## src/rtl/rsrs_pkg.sv

```systemverilog
// Shared types, constants and the generator step function for the start-slot selector.
`timescale 1ns / 1ps

package rsrs_pkg;

    localparam int MASK_W = 64;
    localparam int SLOT_W = 6;
    localparam int WORD_W = 32;
    localparam int FOLD_W = 16;

    typedef logic [MASK_W-1:0] mask_t;
    typedef logic [SLOT_W-1:0] slot_t;
    typedef logic [WORD_W-1:0] word_t;
    typedef logic [FOLD_W-1:0] fold_t;

    localparam word_t GEN_SEED = 32'd12345;

    // Component constants: pre-shift, arithmetic right shift, keep mask, post-shift
    localparam int unsigned A_PRE  = 6;
    localparam int unsigned A_SH   = 13;
    localparam word_t       A_KEEP = 32'hFFFF_FFFE;
    localparam int unsigned A_POST = 18;

    localparam int unsigned B_PRE  = 2;
    localparam int unsigned B_SH   = 27;
    localparam word_t       B_KEEP = 32'hFFFF_FFF8;
    localparam int unsigned B_POST = 2;

    localparam int unsigned C_PRE  = 13;
    localparam int unsigned C_SH   = 21;
    localparam word_t       C_KEEP = 32'hFFFF_FFF0;
    localparam int unsigned C_POST = 7;

    localparam int unsigned D_PRE  = 3;
    localparam int unsigned D_SH   = 12;
    localparam word_t       D_KEEP = 32'hFFFF_FF80;
    localparam int unsigned D_POST = 13;

    // One Tausworthe component step on a signed 32-bit word
    function automatic word_t taus_step(
        input word_t       z,
        input int unsigned pre,
        input int unsigned sh,
        input word_t       keep,
        input int unsigned post
    );
        word_t mix;
        word_t kept;
        mix  = (z << pre) ^ z;
        mix  = word_t'($signed(mix) >>> sh);
        kept = (z & keep) << post;
        return kept ^ mix;
    endfunction

endpackage

```

## src/rtl/rsrs_gen.sv

```systemverilog
// Four-word combined Tausworthe generator state with its next-value mix.
`timescale 1ns / 1ps

module rsrs_gen
(
    input  logic                clk,
    input  logic                rst_n,
    input  logic                advance,
    output rsrs_pkg::word_t     mix_next
);

    rsrs_pkg::word_t a_reg, b_reg, c_reg, d_reg;
    rsrs_pkg::word_t a_next, b_next, c_next, d_next;

    always_comb
    begin
        a_next = rsrs_pkg::taus_step(a_reg, rsrs_pkg::A_PRE, rsrs_pkg::A_SH,
                                     rsrs_pkg::A_KEEP, rsrs_pkg::A_POST);
        b_next = rsrs_pkg::taus_step(b_reg, rsrs_pkg::B_PRE, rsrs_pkg::B_SH,
                                     rsrs_pkg::B_KEEP, rsrs_pkg::B_POST);
        c_next = rsrs_pkg::taus_step(c_reg, rsrs_pkg::C_PRE, rsrs_pkg::C_SH,
                                     rsrs_pkg::C_KEEP, rsrs_pkg::C_POST);
        d_next = rsrs_pkg::taus_step(d_reg, rsrs_pkg::D_PRE, rsrs_pkg::D_SH,
                                     rsrs_pkg::D_KEEP, rsrs_pkg::D_POST);
        mix_next = a_next ^ b_next ^ c_next ^ d_next;
    end

    // Advance once per accepted request
    always_ff @(posedge clk or negedge rst_n)
    begin
        if (!rst_n)
        begin
            a_reg <= rsrs_pkg::GEN_SEED;
            b_reg <= rsrs_pkg::GEN_SEED;
            c_reg <= rsrs_pkg::GEN_SEED;
            d_reg <= rsrs_pkg::GEN_SEED;
        end
        else if (advance)
        begin
            a_reg <= a_next;
            b_reg <= b_next;
            c_reg <= c_next;
            d_reg <= d_next;
        end
    end

endmodule

```

## src/rtl/rsrs_fold.sv

```systemverilog
// Magnitude of the mixed word folded to a 16-bit value with the same residue mod the slot count.
`timescale 1ns / 1ps

module rsrs_fold
#(
    parameter int PROCESS_SLOTS = 64
)
(
    input  rsrs_pkg::word_t mix,
    output rsrs_pkg::fold_t folded
);

    // Residues of byte weights 2^0, 2^8, 2^16, 2^24
    localparam logic [5:0] R0 = 6'(1 % PROCESS_SLOTS);
    localparam logic [5:0] R1 = 6'(256 % PROCESS_SLOTS);
    localparam logic [5:0] R2 = 6'(65536 % PROCESS_SLOTS);
    localparam logic [5:0] R3 = 6'((2 ** 24) % PROCESS_SLOTS);

    rsrs_pkg::word_t mag;
    logic [13:0]     p0, p1, p2, p3;

    always_comb
    begin
        // Most negative value wraps to 2^31 as an unsigned magnitude
        mag = mix[31] ? (~mix + 32'd1) : mix;
        p0  = 14'(mag[7:0])   * 14'(R0);
        p1  = 14'(mag[15:8])  * 14'(R1);
        p2  = 14'(mag[23:16]) * 14'(R2);
        p3  = 14'(mag[31:24]) * 14'(R3);
        folded = 16'(p0) + 16'(p1) + 16'(p2) + 16'(p3);
    end

endmodule

```

## src/rtl/rsrs_modn.sv

```systemverilog
// Remainder of the folded value by the slot count: reciprocal quotient, then subtract and correct.
`timescale 1ns / 1ps

module rsrs_modn
#(
    parameter int PROCESS_SLOTS = 64,
    localparam int SW = $clog2(PROCESS_SLOTS)
)
(
    input  rsrs_pkg::fold_t quo_in,
    output rsrs_pkg::fold_t quo,
    input  rsrs_pkg::fold_t rem_in,
    input  rsrs_pkg::fold_t rem_quo,
    output logic [SW-1:0]   start
);

    localparam int          SHIFT = 22;
    localparam logic [21:0] RECIP = 22'((2 ** SHIFT) / PROCESS_SLOTS);
    localparam rsrs_pkg::fold_t SLOTS_F = 16'(PROCESS_SLOTS);

    logic [37:0]     prod;
    rsrs_pkg::fold_t qn;
    rsrs_pkg::fold_t r;
    rsrs_pkg::fold_t rc;

    // Quotient estimate is exact or one short
    always_comb
    begin
        prod = 38'(quo_in) * 38'(RECIP);
        quo  = prod[37:22];
    end

    always_comb
    begin
        qn    = 16'(rem_quo * SLOTS_F);
        r     = rem_in - qn;
        rc    = (r >= SLOTS_F) ? (r - SLOTS_F) : r;
        start = rc[SW-1:0];
    end

endmodule

```

## src/rtl/rsrs_pick.sv

```systemverilog
// First ready slot at or above the start slot, wrapping at the slot count.
`timescale 1ns / 1ps

module rsrs_pick
#(
    parameter int PROCESS_SLOTS = 64,
    localparam int SW = $clog2(PROCESS_SLOTS)
)
(
    input  rsrs_pkg::mask_t ready_mask,
    input  logic [SW-1:0]   start,
    output logic            found,
    output rsrs_pkg::slot_t slot_index
);

    logic [PROCESS_SLOTS-1:0]   live;
    logic [2*PROCESS_SLOTS-1:0] dbl;
    logic [PROCESS_SLOTS-1:0]   rot;
    logic [PROCESS_SLOTS-1:0]   low;
    logic [SW-1:0]              offs;
    logic [SW:0]                sum;
    logic [SW:0]                wrapped;

    always_comb
    begin
        live = ready_mask[PROCESS_SLOTS-1:0];
        dbl  = {live, live};
        rot  = PROCESS_SLOTS'(dbl >> start);
        // Isolate the lowest set bit, then encode its position
        low  = rot & (~rot + PROCESS_SLOTS'(1));
        offs = '0;
        for (int i = 0; i < PROCESS_SLOTS; i++)
        begin
            if (low[i])
            begin
                offs = offs | SW'(i);
            end
        end
        sum     = {1'b0, start} + {1'b0, offs};
        wrapped = (sum >= (SW+1)'(PROCESS_SLOTS)) ? (sum - (SW+1)'(PROCESS_SLOTS)) : sum;
        found   = |live;
        slot_index = '0;
        if (found)
        begin
            slot_index[SW-1:0] = wrapped[SW-1:0];
        end
    end

endmodule

```

## src/rtl/random_start_ready_selector_core.sv

```systemverilog
// Top level of the random-start ready-slot selector: pipeline registers and stream handshake.
`timescale 1ns / 1ps

// Channel   Dir  Width   Contents
// s_axis    in   64      tdata[63:0] ready_mask
// m_axis    out  8 + 1   tdata[5:0] slot_index (rest zero), tuser[0] found
//
// Each request transfer advances the generator once and yields one result transfer.
// Five register stages: mixed word, folded magnitude, reciprocal quotient, start slot,
// result. m_axis_tvalid rises when the item is loaded into the result stage; one request
// per cycle is taken while the result side keeps up. A stall on m_axis_tready backs the
// stages up one by one; s_axis_tready drops only when every stage holds an item. Reset
// loads the generator seed and empties all stages.

module random_start_ready_selector_core
#(
    parameter int PROCESS_SLOTS = 64
)
(
    input  logic        clk,
    input  logic        rst_n,
    input  logic        s_axis_tvalid,
    output logic        s_axis_tready,
    input  logic [63:0] s_axis_tdata,   // [63:0] ready_mask
    output logic        m_axis_tvalid,
    input  logic        m_axis_tready,
    output logic [7:0]  m_axis_tdata,   // [5:0] slot_index, [7:6] zero
    output logic        m_axis_tuser    // [0] found
);

    localparam int SW = $clog2(PROCESS_SLOTS);

    // Stage valids
    logic vld1_reg, vld2_reg, vld3_reg, vld4_reg, vld5_reg;
    logic vld1_next, vld2_next, vld3_next, vld4_next, vld5_next;
    logic en1, en2, en3, en4, en5;

    // Stage payloads
    rsrs_pkg::word_t x_reg;
    rsrs_pkg::mask_t mask1_reg, mask2_reg, mask3_reg, mask4_reg;
    rsrs_pkg::fold_t t2_reg, t3_reg, q3_reg;
    logic [SW-1:0]   start4_reg;
    logic            found_reg;
    rsrs_pkg::slot_t slot_reg;

    rsrs_pkg::word_t mix_next;
    rsrs_pkg::fold_t folded;
    rsrs_pkg::fold_t quo;
    logic [SW-1:0]   start;
    logic            found;
    rsrs_pkg::slot_t slot_index;

    // Load a stage when its feeder holds an item and the stage is free or drains
    always_comb
    begin
        en5 = vld4_reg && (!vld5_reg || m_axis_tready);
        en4 = vld3_reg && (!vld4_reg || en5);
        en3 = vld2_reg && (!vld3_reg || en4);
        en2 = vld1_reg && (!vld2_reg || en3);
        s_axis_tready = !vld1_reg || en2;
        en1 = s_axis_tvalid && s_axis_tready;

        vld1_next = en1 || (vld1_reg && !en2);
        vld2_next = en2 || (vld2_reg && !en3);
        vld3_next = en3 || (vld3_reg && !en4);
        vld4_next = en4 || (vld4_reg && !en5);
        vld5_next = en5 || (vld5_reg && !m_axis_tready);
    end

    always_ff @(posedge clk or negedge rst_n)
    begin
        if (!rst_n)
        begin
            vld1_reg <= 1'b0;
            vld2_reg <= 1'b0;
            vld3_reg <= 1'b0;
            vld4_reg <= 1'b0;
            vld5_reg <= 1'b0;
        end
        else
        begin
            vld1_reg <= vld1_next;
            vld2_reg <= vld2_next;
            vld3_reg <= vld3_next;
            vld4_reg <= vld4_next;
            vld5_reg <= vld5_next;
        end
    end

    // Generator steps on each request transfer; the item uses the new words
    rsrs_gen u_gen
    (
        .clk      (clk),
        .rst_n    (rst_n),
        .advance  (en1),
        .mix_next (mix_next)
    );

    rsrs_fold #(.PROCESS_SLOTS(PROCESS_SLOTS)) u_fold
    (
        .mix    (x_reg),
        .folded (folded)
    );

    rsrs_modn #(.PROCESS_SLOTS(PROCESS_SLOTS)) u_modn
    (
        .quo_in  (t2_reg),
        .quo     (quo),
        .rem_in  (t3_reg),
        .rem_quo (q3_reg),
        .start   (start)
    );

    rsrs_pick #(.PROCESS_SLOTS(PROCESS_SLOTS)) u_pick
    (
        .ready_mask (mask4_reg),
        .start      (start4_reg),
        .found      (found),
        .slot_index (slot_index)
    );

    // Payload registers: hold while the stage is not loaded
    always_ff @(posedge clk)
    begin
        if (en1)
        begin
            x_reg     <= mix_next;
            mask1_reg <= s_axis_tdata;
        end
        if (en2)
        begin
            t2_reg    <= folded;
            mask2_reg <= mask1_reg;
        end
        if (en3)
        begin
            q3_reg    <= quo;
            t3_reg    <= t2_reg;
            mask3_reg <= mask2_reg;
        end
        if (en4)
        begin
            start4_reg <= start;
            mask4_reg  <= mask3_reg;
        end
        if (en5)
        begin
            found_reg <= found;
            slot_reg  <= slot_index;
        end
    end

    assign m_axis_tvalid = vld5_reg;
    assign m_axis_tdata  = {2'b00, slot_reg};
    assign m_axis_tuser  = found_reg;

endmodule

```

## config.mk

```make
export PLATFORM = sky130hd
export DESIGN_NAME = random_start_ready_selector_core
export DESIGN_NICKNAME = d
export VERILOG_FILES = /design/src/rtl/rsrs_pkg.sv /design/src/rtl/rsrs_gen.sv /design/src/rtl/rsrs_fold.sv /design/src/rtl/rsrs_modn.sv /design/src/rtl/rsrs_pick.sv /design/src/rtl/random_start_ready_selector_core.sv
export SDC_FILE = /design/constraint.sdc
export NUM_CORES = 1
export LEC_CHECK = 0
export BUFFER_PORTS_ARGS = -buffer_cell sky130_fd_sc_hd__clkbuf_2
export CORE_MARGIN = 5
export CORE_UTILIZATION = 55
export DETAILED_ROUTE_END_ITERATION = 8
export HOLD_SLACK_MARGIN = 0.02
export PLACE_DENSITY = 0.72
export SLEW_MARGIN = 10
export SYNTH_ARGS = -nofsm -noshare
export SYNTH_HDL_FRONTEND = slang
export SYNTH_HIERARCHICAL = 1
export SYNTH_SLANG_ARGS = --single-unit
```

## constraint.sdc

```tcl
create_clock -name clk -period 10.1 [get_ports clk]
set_clock_uncertainty 0.15 [all_clocks]
set_input_delay 1.515 -clock clk [delete_from_list [all_inputs] [get_ports clk]]
set_output_delay 1.515 -clock clk [all_outputs]
set_load 0.03 [all_outputs]
```

# --- After elaboration in Yosys (flattened, before gate mapping) ---
# Index checks and enable logic that the tools add are counted.
word_totals:
  ff_bits: 452
  in_bits: 68
op_classes:
  addsub: 6
  n_lt_le_gt_ge: 2
  shifts: 1
  mux: 66
  bitwise_logic: 14
  n_reduce_logical: 31
op_table:
  columns: ["cell", "n"]
  rows:
  - ["32-bit bitwise XOR", 11]
  - ["6-bit 2-to-1 mux", 34]
  - ["128-bit by 6-bit >> shifter with 64-bit output", 1]
  - ["5-bit 2-to-1 mux", 16]
  - ["64-bit by 1-bit adder with 64-bit output, second input constant", 1]
  - ["64-bit AND", 1]
  - ["64-bit NOT", 1]
  - ["64-bit OR reduction", 1]
  - ["4-bit 2-to-1 mux", 8]
  - ["16-bit by 7-bit >= comparator with 1-bit output, second input constant", 1]
  - ["3-bit 2-to-1 mux", 4]
  - ["6-bit by 1-bit subtractor with 6-bit output, second input constant", 2]
  - ["1-bit logical AND", 10]
  - ["1-bit zero test", 10]
  - ["1-bit logical OR", 10]
  - ["8-bit by 8-bit subtractor with 9-bit output", 1]
  - ["8-bit by 1-bit adder with 8-bit output, second input constant", 1]
  - ["8-bit 2-to-1 mux", 1]
  - ["8-bit NOT", 1]
  - ["6-bit by 6-bit adder with 7-bit output", 1]
  - ["7-bit >= comparator, second input constant", 1]
  - ["2-bit 2-to-1 mux", 2]
  - ["1-bit 2-to-1 mux", 1]

# --- Depth between registers and ports, before layout ---
# Gate-level depths: netlist (run 1).
depth:
  ltp_word: 70
  depth_mapped: 25
  depth_no_buf: 20

# --- Cells and area by module ---
# Netlist (run 1), hierarchy kept.
modules_own_cells:
  columns: ["module", "instances", "cells_per_inst", "area_per_inst_um2", "seq_area_each_um2"]
  rows:
  - ["random_start_ready_selector_core", 1, 375, 10744.1, 10605.2]
  - ["rsrs_pick", 1, 962, 7970.1, 0.0]
  - ["rsrs_gen", 1, 531, 6625.1, 2847.7]
  - ["rsrs_fold", 1, 30, 235.2, 0.0]
  - ["rsrs_modn", 1, 23, 168.9, 0.0]

# --- Least setup slack after synthesis (run 1) ---
# OpenSTA, ideal clock, no wires.
synth_path:
  path_kind: "input to register"
  startpoint: "input m_axis_tready"
  endpoint: "register u_gen.a_reg[10]"
  setup_ns: 0.137
  arrival_ns: 8.019
  required_time_ns: 9.813
  slack_ns: 1.794
  stages: 7
  path_cell_list: "nor2b_4 > a41oi_1 > clkbuf_1 > clkbuf_1 > buf_2 > buf_1 > a21oi_1"
synth_between:
  elab_chain_len: 10
synth_rtl:
  columns: ["element", "line_no", "rtl"]
  rows:
  - ["from (decl)", "random_start_ready_selector_core.sv:26", "input logic m_axis_tready,"]
  - ["1-bit logical OR", "random_start_ready_selector_core.sv:56", "en5 = vld4_reg && (!vld5_reg || m_axis_tready);"]
  - ["1-bit logical AND", "random_start_ready_selector_core.sv:56", null]
  - ["1-bit logical OR", "random_start_ready_selector_core.sv:57", "en4 = vld3_reg && (!vld4_reg || en5);"]
  - ["1-bit logical AND", "random_start_ready_selector_core.sv:57", null]
  - ["1-bit logical OR", "random_start_ready_selector_core.sv:58", "en3 = vld2_reg && (!vld3_reg || en4);"]
  - ["1-bit logical AND", "random_start_ready_selector_core.sv:58", null]
  - ["1-bit logical OR", "random_start_ready_selector_core.sv:59", "en2 = vld1_reg && (!vld2_reg || en3);"]
  - ["1-bit logical AND", "random_start_ready_selector_core.sv:59", null]
  - ["1-bit logical OR", "random_start_ready_selector_core.sv:60", "s_axis_tready = !vld1_reg || en2;"]
  - ["1-bit logical AND", "random_start_ready_selector_core.sv:61", "en1 = s_axis_tvalid && s_axis_tready;"]
  - ["net en1", "random_start_ready_selector_core.sv:36", "logic en1, en2, en3, en4, en5;"]
  - ["to (signal assigned)", "rsrs_gen.sv:33", "a_reg <= rsrs_pkg::GEN_SEED;"]
  - ["to (signal assigned)", "rsrs_gen.sv:40", "a_reg <= a_next;"]
  - ["to (decl)", "rsrs_gen.sv:12", "rsrs_pkg::word_t a_reg, b_reg, c_reg, d_reg;"]
# The timed path passes the listed nets, and every way through them passes these cells.
# A chain may end at the register's enable or synchronous reset.

# --- Worst setup path after layout (run 1) ---
layout_path:
  startpoint: "register start4_reg[3]"
  endpoint: "register slot_reg[5] (data pin)"
layout_between:
  elab_chain_len: 70
  word_cells_on_any_way: 71
  cone_classes: "add/sub (3); order compare (1); shift (1); mux (64); bitwise (2)"
layout_rtl:
  columns: ["element", "line_no", "rtl"]
  rows:
  - ["from (decl)", "random_start_ready_selector_core.sv:42", "logic [SW-1:0] start4_reg;"]
  - ["from (signal assigned)", "random_start_ready_selector_core.sv:143", "start4_reg <= start;"]
  - ["128-bit by 6-bit >> shifter with 64-bit output", "rsrs_pick.sv:28", "rot = PROCESS_SLOTS'(dbl >> start);"]
  - ["64-bit NOT", "rsrs_pick.sv:30", "low = rot & (~rot + PROCESS_SLOTS'(1));"]
  - ["64-bit by 1-bit adder with 64-bit output", "rsrs_pick.sv:30", null]
  - ["64-bit AND", "rsrs_pick.sv:30", null]
  - ["1-bit 2-to-1 mux", "rsrs_pick.sv:34", "if (low[i])"]
  - ["2-bit 2-to-1 mux (2 in series)", "rsrs_pick.sv:34", null]
  - ["3-bit 2-to-1 mux (4 in series)", "rsrs_pick.sv:34", null]
  - ["4-bit 2-to-1 mux (8 in series)", "rsrs_pick.sv:34", null]
  - ["5-bit 2-to-1 mux (16 in series)", "rsrs_pick.sv:34", null]
  - ["6-bit 2-to-1 mux (32 in series)", "rsrs_pick.sv:34", null]
  - ["6-bit by 6-bit adder with 7-bit output (*)", "rsrs_pick.sv:39", "sum = {1'b0, start} + {1'b0, offs};"]
  - ["6-bit by 1-bit subtractor with 6-bit output / 7-bit >= comparator (equally long branches)", "rsrs_pick.sv:40", "wrapped = (sum >= (SW+1)'(PROCESS_SLOTS)) ? (sum - (SW+1)'(PROCESS_SLOTS)) : sum;"]
  - ["6-bit 2-to-1 mux (*)", "rsrs_pick.sv:40", null]
  - ["to (signal assigned)", "random_start_ready_selector_core.sv:149", "slot_reg <= slot_index;"]
  - ["to (decl)", "random_start_ready_selector_core.sv:44", "rsrs_pkg::slot_t slot_reg;"]
# Mark *: on every way between the ends. The rest lies on a longest branch, timed or not.

==> results of run 1 <==
-- cells in the final DEF (no fill, tap or decap), types with 8 or more instances in the layout --
master / count
o22ai_1: 42
inv_1: 9
clkbuf_1: 8
o32ai_1: 8
and2_1: 16
nor2_1: 125
a22o_1: 11
nand2b_1: 11
mux2_1: 34
clkbuf_16: 41
nor4_1: 28
nor3_1: 28
clkinv_1: 12
o21ai_0: 33
dfrtp_1: 102
a22oi_1: 25
dfstp_2: 16
edfxtp_1: 288
nand3b_1: 8
nand3_1: 26
a211oi_1: 13
nand4_1: 23
clkbuf_2: 75
nand2_1: 98
xnor2_1: 145
or4_1: 11
o211ai_1: 8
mux4_2: 88
buf_4: 27
or2_2: 10
nor2b_1: 13
mux2_2: 85
a31oi_1: 11
a32oi_1: 13
mux2i_1: 89
a21oi_1: 66
xor2_1: 15
-- final cells by class --
cell class                 count  area (sq um)  area share, %
timing repair buffer         105           638           2.58
clock buffer                  52          1100           4.44
multi-input combinational   1223         10400           42.2
clock inverter                24           216          0.876
sequential                   406         11600           47.0
inverter                      13          48.8          0.198
tap                          532           666           2.69
-- through the flow --
step	instances	hold WS, ns	utilization (%)	area [sq um]
after global placement	2279	0.250	57.4	23400
after global routing	2355	0.273	60.6	24700
after CTS	2355	0.260	60.6	24700
after floorplan	1751	0.250	-	22600
final	2355	0.262	60.6	24700
after detailed placement	2279	0.255	57.4	23400
-- final timing paths --
check / endpoint / slack [ns] / cells after the start
worst max register to register: slot_reg[5] / 2.51 / 21
worst min register to register: mask2_reg[36] / 0.26 / 0
worst min-delay path: mask2_reg[36] / 0.26 / 0
worst max-delay path: slot_reg[5] / 2.51 / 21
max in group asynchronous: u_gen/c_reg[27] / 7.68 / 2
min in group asynchronous: u_gen/b_reg[14] / 0.85 / 1
-- critical path, delay by kind of cell, from the launching register on --
family / cells / cell delay [ns]
AOI/OAI and AO/OA: 7 / 1.84
xor gates and xnor gates: 1 / 0.10
DFF: 1 / 0.35
adders and majority gates: 1 / 0.25
and+or+nand+nor: 6 / 1.78
muxes: 3 / 1.40
buffers and inverters: 3 / 1.41
-- routing by layer --
metal	GRT usage (%)	wire (um)	vias up
met1	39.8	26300	7663
li1	-	-	6857
met5	0	0	-
met4	18.0	4870	0
met2	41.5	27500	858
met3	6.44	5570	241
-- power by group through the flow --
stage               logic [uW]  registers [uW]  clock network, uW
finish                    3730            2770               1450
detailed placement        3640            2790                  0
CTS                       3670            2770               1480
global route              3970            2830               1570
global placement          3610            2780                  0
floorplan                 2770            2670                  0
==> flow_metrics.env, run 1 <==
export IMPL_status="finished, final reports clean"
export IMPL_synth_area_sq_um=22600
export IMPL_cpPeakStageDelay_ns=0.80
export IMPL_routed_via_density=6.63
export IMPL_grt_max_degree=191
export IMPL_fin_nets=1865
export IMPL_period_share_pct=75.2
export IMPL_globalRouteTotalUtil_pct=28.7
export IMPL_worst_slew_pin_slew_ns=1.12
export IMPL_drv_slew=0
export IMPL_power_total_uw=7950
export IMPL_seq_power_share_pct=34.9
export IMPL_p_sw_share_pct=39.5
export IMPL_rows=74
export IMPL_antenna_left=0
export IMPL_rsz0062_at_grt="false"
export IMPL_htree_levels=2
export IMPL_power_density_nw_per_um2=322
export IMPL_clock_root_buffer="clkbuf_16"
export IMPL_drc=0
export IMPL_dieWidth_um=213
export IMPL_ctsLongestPathBuffers=3
export IMPL_avgSynthCellArea_sq_um=12.9
export IMPL_die_h_um=213
export IMPL_pre_cts_ws_ns=2.55
export IMPL_final_layout_size_suffix_gt1_share_pct=22.5
export IMPL_crit_path_start="start4_reg[3]"
export IMPL_drt_pass1_iter_count=5
export IMPL_cts_tree="built"
export IMPL_cap_viol_max_count=0
export IMPL_start_util_pct=55.5
export IMPL_finalHoldViolCount=0
export IMPL_p_comb_share_pct=46.9
export IMPL_synthCells=1750
export IMPL_fmax_ghz=0.132
export IMPL_start_kind="register"
export IMPL_tns_ns=0
export IMPL_cts_sinks=406
export IMPL_cts_resized=0
export IMPL_setup_slack_ns=2.51
export IMPL_criticalPathCategory="register to register"
export IMPL_drtIter0Drc=1712
export IMPL_worst_hold_path_type="register to register"
export IMPL_clkPwrFrac_pct=18.2
export IMPL_cp_cell_sequence="buf_4 > inv_2 > buf_4 > mux4_2 > mux4_2 > nor3_1 > a31oi_2 > a211oi_2 > nand4_4 > or4_1 > o21ai_0 > or3_1 > nand3b_1 > ha_1 > a21o_1 > a21oi_1 > o21bai_1 > a21oi_1 > xnor2_1 > and2_1 > mux2_1"
export IMPL_core_sq_um=40700
export IMPL_cp_slowest_cell="a211oi_2"
export IMPL_cp_data_required_time_ns=10.26
export IMPL_antenna_found_initial=0
export IMPL_min_period_ns=7.59
export IMPL_max_slew_margin_pct=25.2
export IMPL_io_pins=79
export IMPL_wl_per_cell_um=27.3
export IMPL_min_from="mask1_reg[36]"
export IMPL_hpwlAfterDp_um=47500
export IMPL_vias=15600
export IMPL_yosysWarnings=6
export IMPL_numCtsBuffers=41
export IMPL_cp_arrival_ns=7.76
export IMPL_finalSetupViolCount=0
export IMPL_path_max_fanout=45
export IMPL_drt_total_wl_um=64200
export IMPL_p_leak_uw=0.00878
export IMPL_n_antenna_cell=0
export IMPL_hold_buffers=0
export IMPL_p_sw_uw=3140
export IMPL_gp_routability_congestion=1.02
export IMPL_dieArea_sq_um=45300
export IMPL_port_buffers=76
export IMPL_peakVddDrop_uv=240
export IMPL_fill_cells=3202
export IMPL_gr_total_overflow=0
export IMPL_clk_pin_slew_ns=0.06
export IMPL_intPower_uw=4810
export IMPL_syn2layout_area_growth_pct=9.23
export IMPL_post_cts_buffers=0
export IMPL_grt_pass1_wl_um=98000
export IMPL_grt_pass1_vias=15600
export IMPL_clock_latency_ns=0.57
export IMPL_end_kind="register"
export IMPL_r2r_start="start4_reg[3]"
(Power assumes the default switching activity.)
==> inputs of run 2 (changes only) <==
==> constraint.sdc (replaced) <==
create_clock -name clk -period 7.1 [get_ports clk]
set_clock_uncertainty 0.15 [all_clocks]
set_input_delay 1.065 -clock clk [delete_from_list [all_inputs] [get_ports clk]]
set_output_delay 1.065 -clock clk [all_outputs]
set_load 0.03 [all_outputs]
==> run 2 against run 1 <==
Effect of this change: cell area increased by 3.5%; maximum frequency rose by 12%; total power is 48% higher; die area did not move; largest power group unchanged; routed wire length grew 7.8%; sequential share of layout area shrank 1.6 points; worst setup slack lost 2.2 ns; critical path depth increased by 3; global-route usage increased by 2.0 points; first-iteration DRC count up 27%; non-clock buffer count grew 94; critical endpoint unchanged.
==> flow_metrics.env, run 2 (synthesis gave the netlist of run 1 again) <==
export IMPL_power_density_nw_per_um2=461
export IMPL_cp_cell_sequence="buf_12 > buf_4 > mux2i_1 > mux4_2 > o32ai_1 > buf_4 > a221oi_1 > buf_4 > nand4b_1 > a221oi_4 > buf_4 > nand2_1 > or4_1 > o32ai_1 > nor4_1 > nand3b_1 > ha_1 > a21o_1 > a21oi_1 > o21bai_1 > a21oi_1 > xnor2_1 > and2_1 > mux2_1"
export IMPL_rows=74
export IMPL_antenna_left=0
export IMPL_vias=16200
export IMPL_cts_sinks=406
export IMPL_grt_use_met2_pct=47.1
export IMPL_cpMostUsedCell="buf_4"
export IMPL_wl_per_cell_um=28.3
export IMPL_cp_data_required_time_ns=7.25
export IMPL_final_cell_mix="288 x edfxtp_1, 145 x xnor2_1, 127 x nor2_1, 113 x buf_4, 102 x dfrtp_1"
export IMPL_die_h_um=213
export IMPL_multi_input_area_sq_um=10400
export IMPL_drc=0
export IMPL_ctsLongestPathBuffers=3
export IMPL_htree_levels=2
export IMPL_hpwlAfterDp_um=51500
export IMPL_drt_pass1_iter_count=8
export IMPL_finalHoldViolCount=0
export IMPL_start_util_pct=55.5
export IMPL_end_kind="register"
export IMPL_period_share_pct=95.2
export IMPL_grtUsageMet3_pct=6.08
export IMPL_rrSetupSlack_ns=0.34
export IMPL_pre_cts_ws_ns=0.426
export IMPL_hold_buffers=0
export IMPL_core_sq_um=40700
export IMPL_grt_max_degree=158
export IMPL_grt_pass1_vias=16100
export IMPL_dieArea_sq_um=45300
export IMPL_antenna_found_initial=0
export IMPL_fin_nets=1958
export IMPL_worst_slew_pin_slew_ns=1.13
export IMPL_drt_total_wl_um=69300
export IMPL_criticalPathCategory="register to register"
export IMPL_finalSetupViolCount=0
export IMPL_cp_slowest_cell="or4_1"
export IMPL_numCtsBuffers=40
export IMPL_globalRouteTotalUtil_pct=30.8
export IMPL_p_leak_uw=0.00928
export IMPL_routed_via_density=6.64
export IMPL_gr_total_overflow=0
export IMPL_final_layout_size_suffix_gt1_share_pct=26.7
export IMPL_start_kind="register"
export IMPL_ff_latch_area_sq_um=11600
export IMPL_max_slew_margin_pct=24.6
export IMPL_clock_root_buffer="clkbuf_16"
export IMPL_cp_arrival_ns=6.91
export IMPL_cts_tree="built"
export IMPL_drtIter0Drc=2176
export IMPL_io_pins=79
export IMPL_mostFrequentLayoutCell="edfxtp_1"
export IMPL_post_route_cell_area_sq_um=25600
export IMPL_rsz0062_at_grt="false"
export IMPL_gp_routability_congestion=1.03
export IMPL_clk_pin_slew_ns=0.06
export IMPL_n_antenna_cell=0
export IMPL_drv_slew=0
export IMPL_grt_pass1_wl_um=104000
export IMPL_status="finished, final reports clean"
export IMPL_syn2layout_area_growth_pct=13.0
export IMPL_path_max_fanout=13
export IMPL_port_buffers=76
export IMPL_dieWidth_um=213
export IMPL_worst_hold_path_type="register to register"
export IMPL_min_period_ns=6.76
export IMPL_clock_latency_ns=0.57
export IMPL_gr_usage_met1_pct=42.8
export IMPL_fill_cells=3115
export IMPL_gr_max_usage_layer="met2"
export IMPL_fmax_ghz=0.148
export IMPL_peakVddDrop_uv=373
export IMPL_tns_ns=0
export IMPL_crit_family="compound AO/OA/AOI/OAI gates"
export IMPL_cap_viol_max_count=0
export IMPL_setup_slack_ns=0.340
export IMPL_placed_cell_area_sq_um=24200
export IMPL_whs_ns=0.245
export IMPL_cpPeakStageDelay_ns=0.60
export IMPL_critPathBufInv=5
==> run 2: cell types whose count changed in the layout (fill, tap and decap cells not counted), sizes merged <==
cell      delta
clkinvlp     +3
clkinv       -5
clkbuf       -4
buf         +94
inv          +1
bufinv       +3
==> run 2: layout make-up <==
type,instances,area share [%]
clock buffer,48,4.07
clock inverter,26,1.20
multi-input combinational,1223,40.8
sequential,406,45.5
timing repair buffer,199,5.65
tap,532,2.60
inverter,13,0.191
==> run 2: worst paths after layout <==
kind                              endpoint     startpoint  cells after the start
setup reg to reg               slot_reg[5]  start4_reg[1]                     24
hold / removal                mask4_reg[8]   mask3_reg[8]                      0
max in group asynchronous  u_gen/a_reg[14]          rst_n                      2
min in group asynchronous         vld2_reg          rst_n                      1
setup / recovery               slot_reg[5]  start4_reg[1]                     24
hold reg to reg               mask4_reg[8]   mask3_reg[8]                      0
==> run 2: timing repair <==
item	in CTS	in global routing
endpoints found under the setup margin	0	1
buffers inserted	0	0
resized for setup	0	4
hold endpoints to repair	0	0
==> run 2: through the flow <==
stage | utilization, % | total power (uW) | cells
finish | 62.7 | 11800 | 2447
global route | 62.7 | 12300 | 2447
CTS | 62.7 | 11700 | 2447
detailed placement | 59.4 | 9500 | 2373
global placement | 59.4 | 9420 | 2373
floorplan | - | 7750 | 1751
==> run 2: report_power, final <==
group	leakage, uW	internal, uW	switching (uW)
Combinational	0.00450	2510	3170
Clock	0.000644	1250	902
Sequential	0.00414	3340	606
==> run 2: routing by layer <==
metal | wire length (um) | vias up
met3 | 6270 | 201
li1 | - | 7059
met2 | 31200 | 913
met5 | 0 | -
met1 | 27800 | 8075
met4 | 3970 | 0
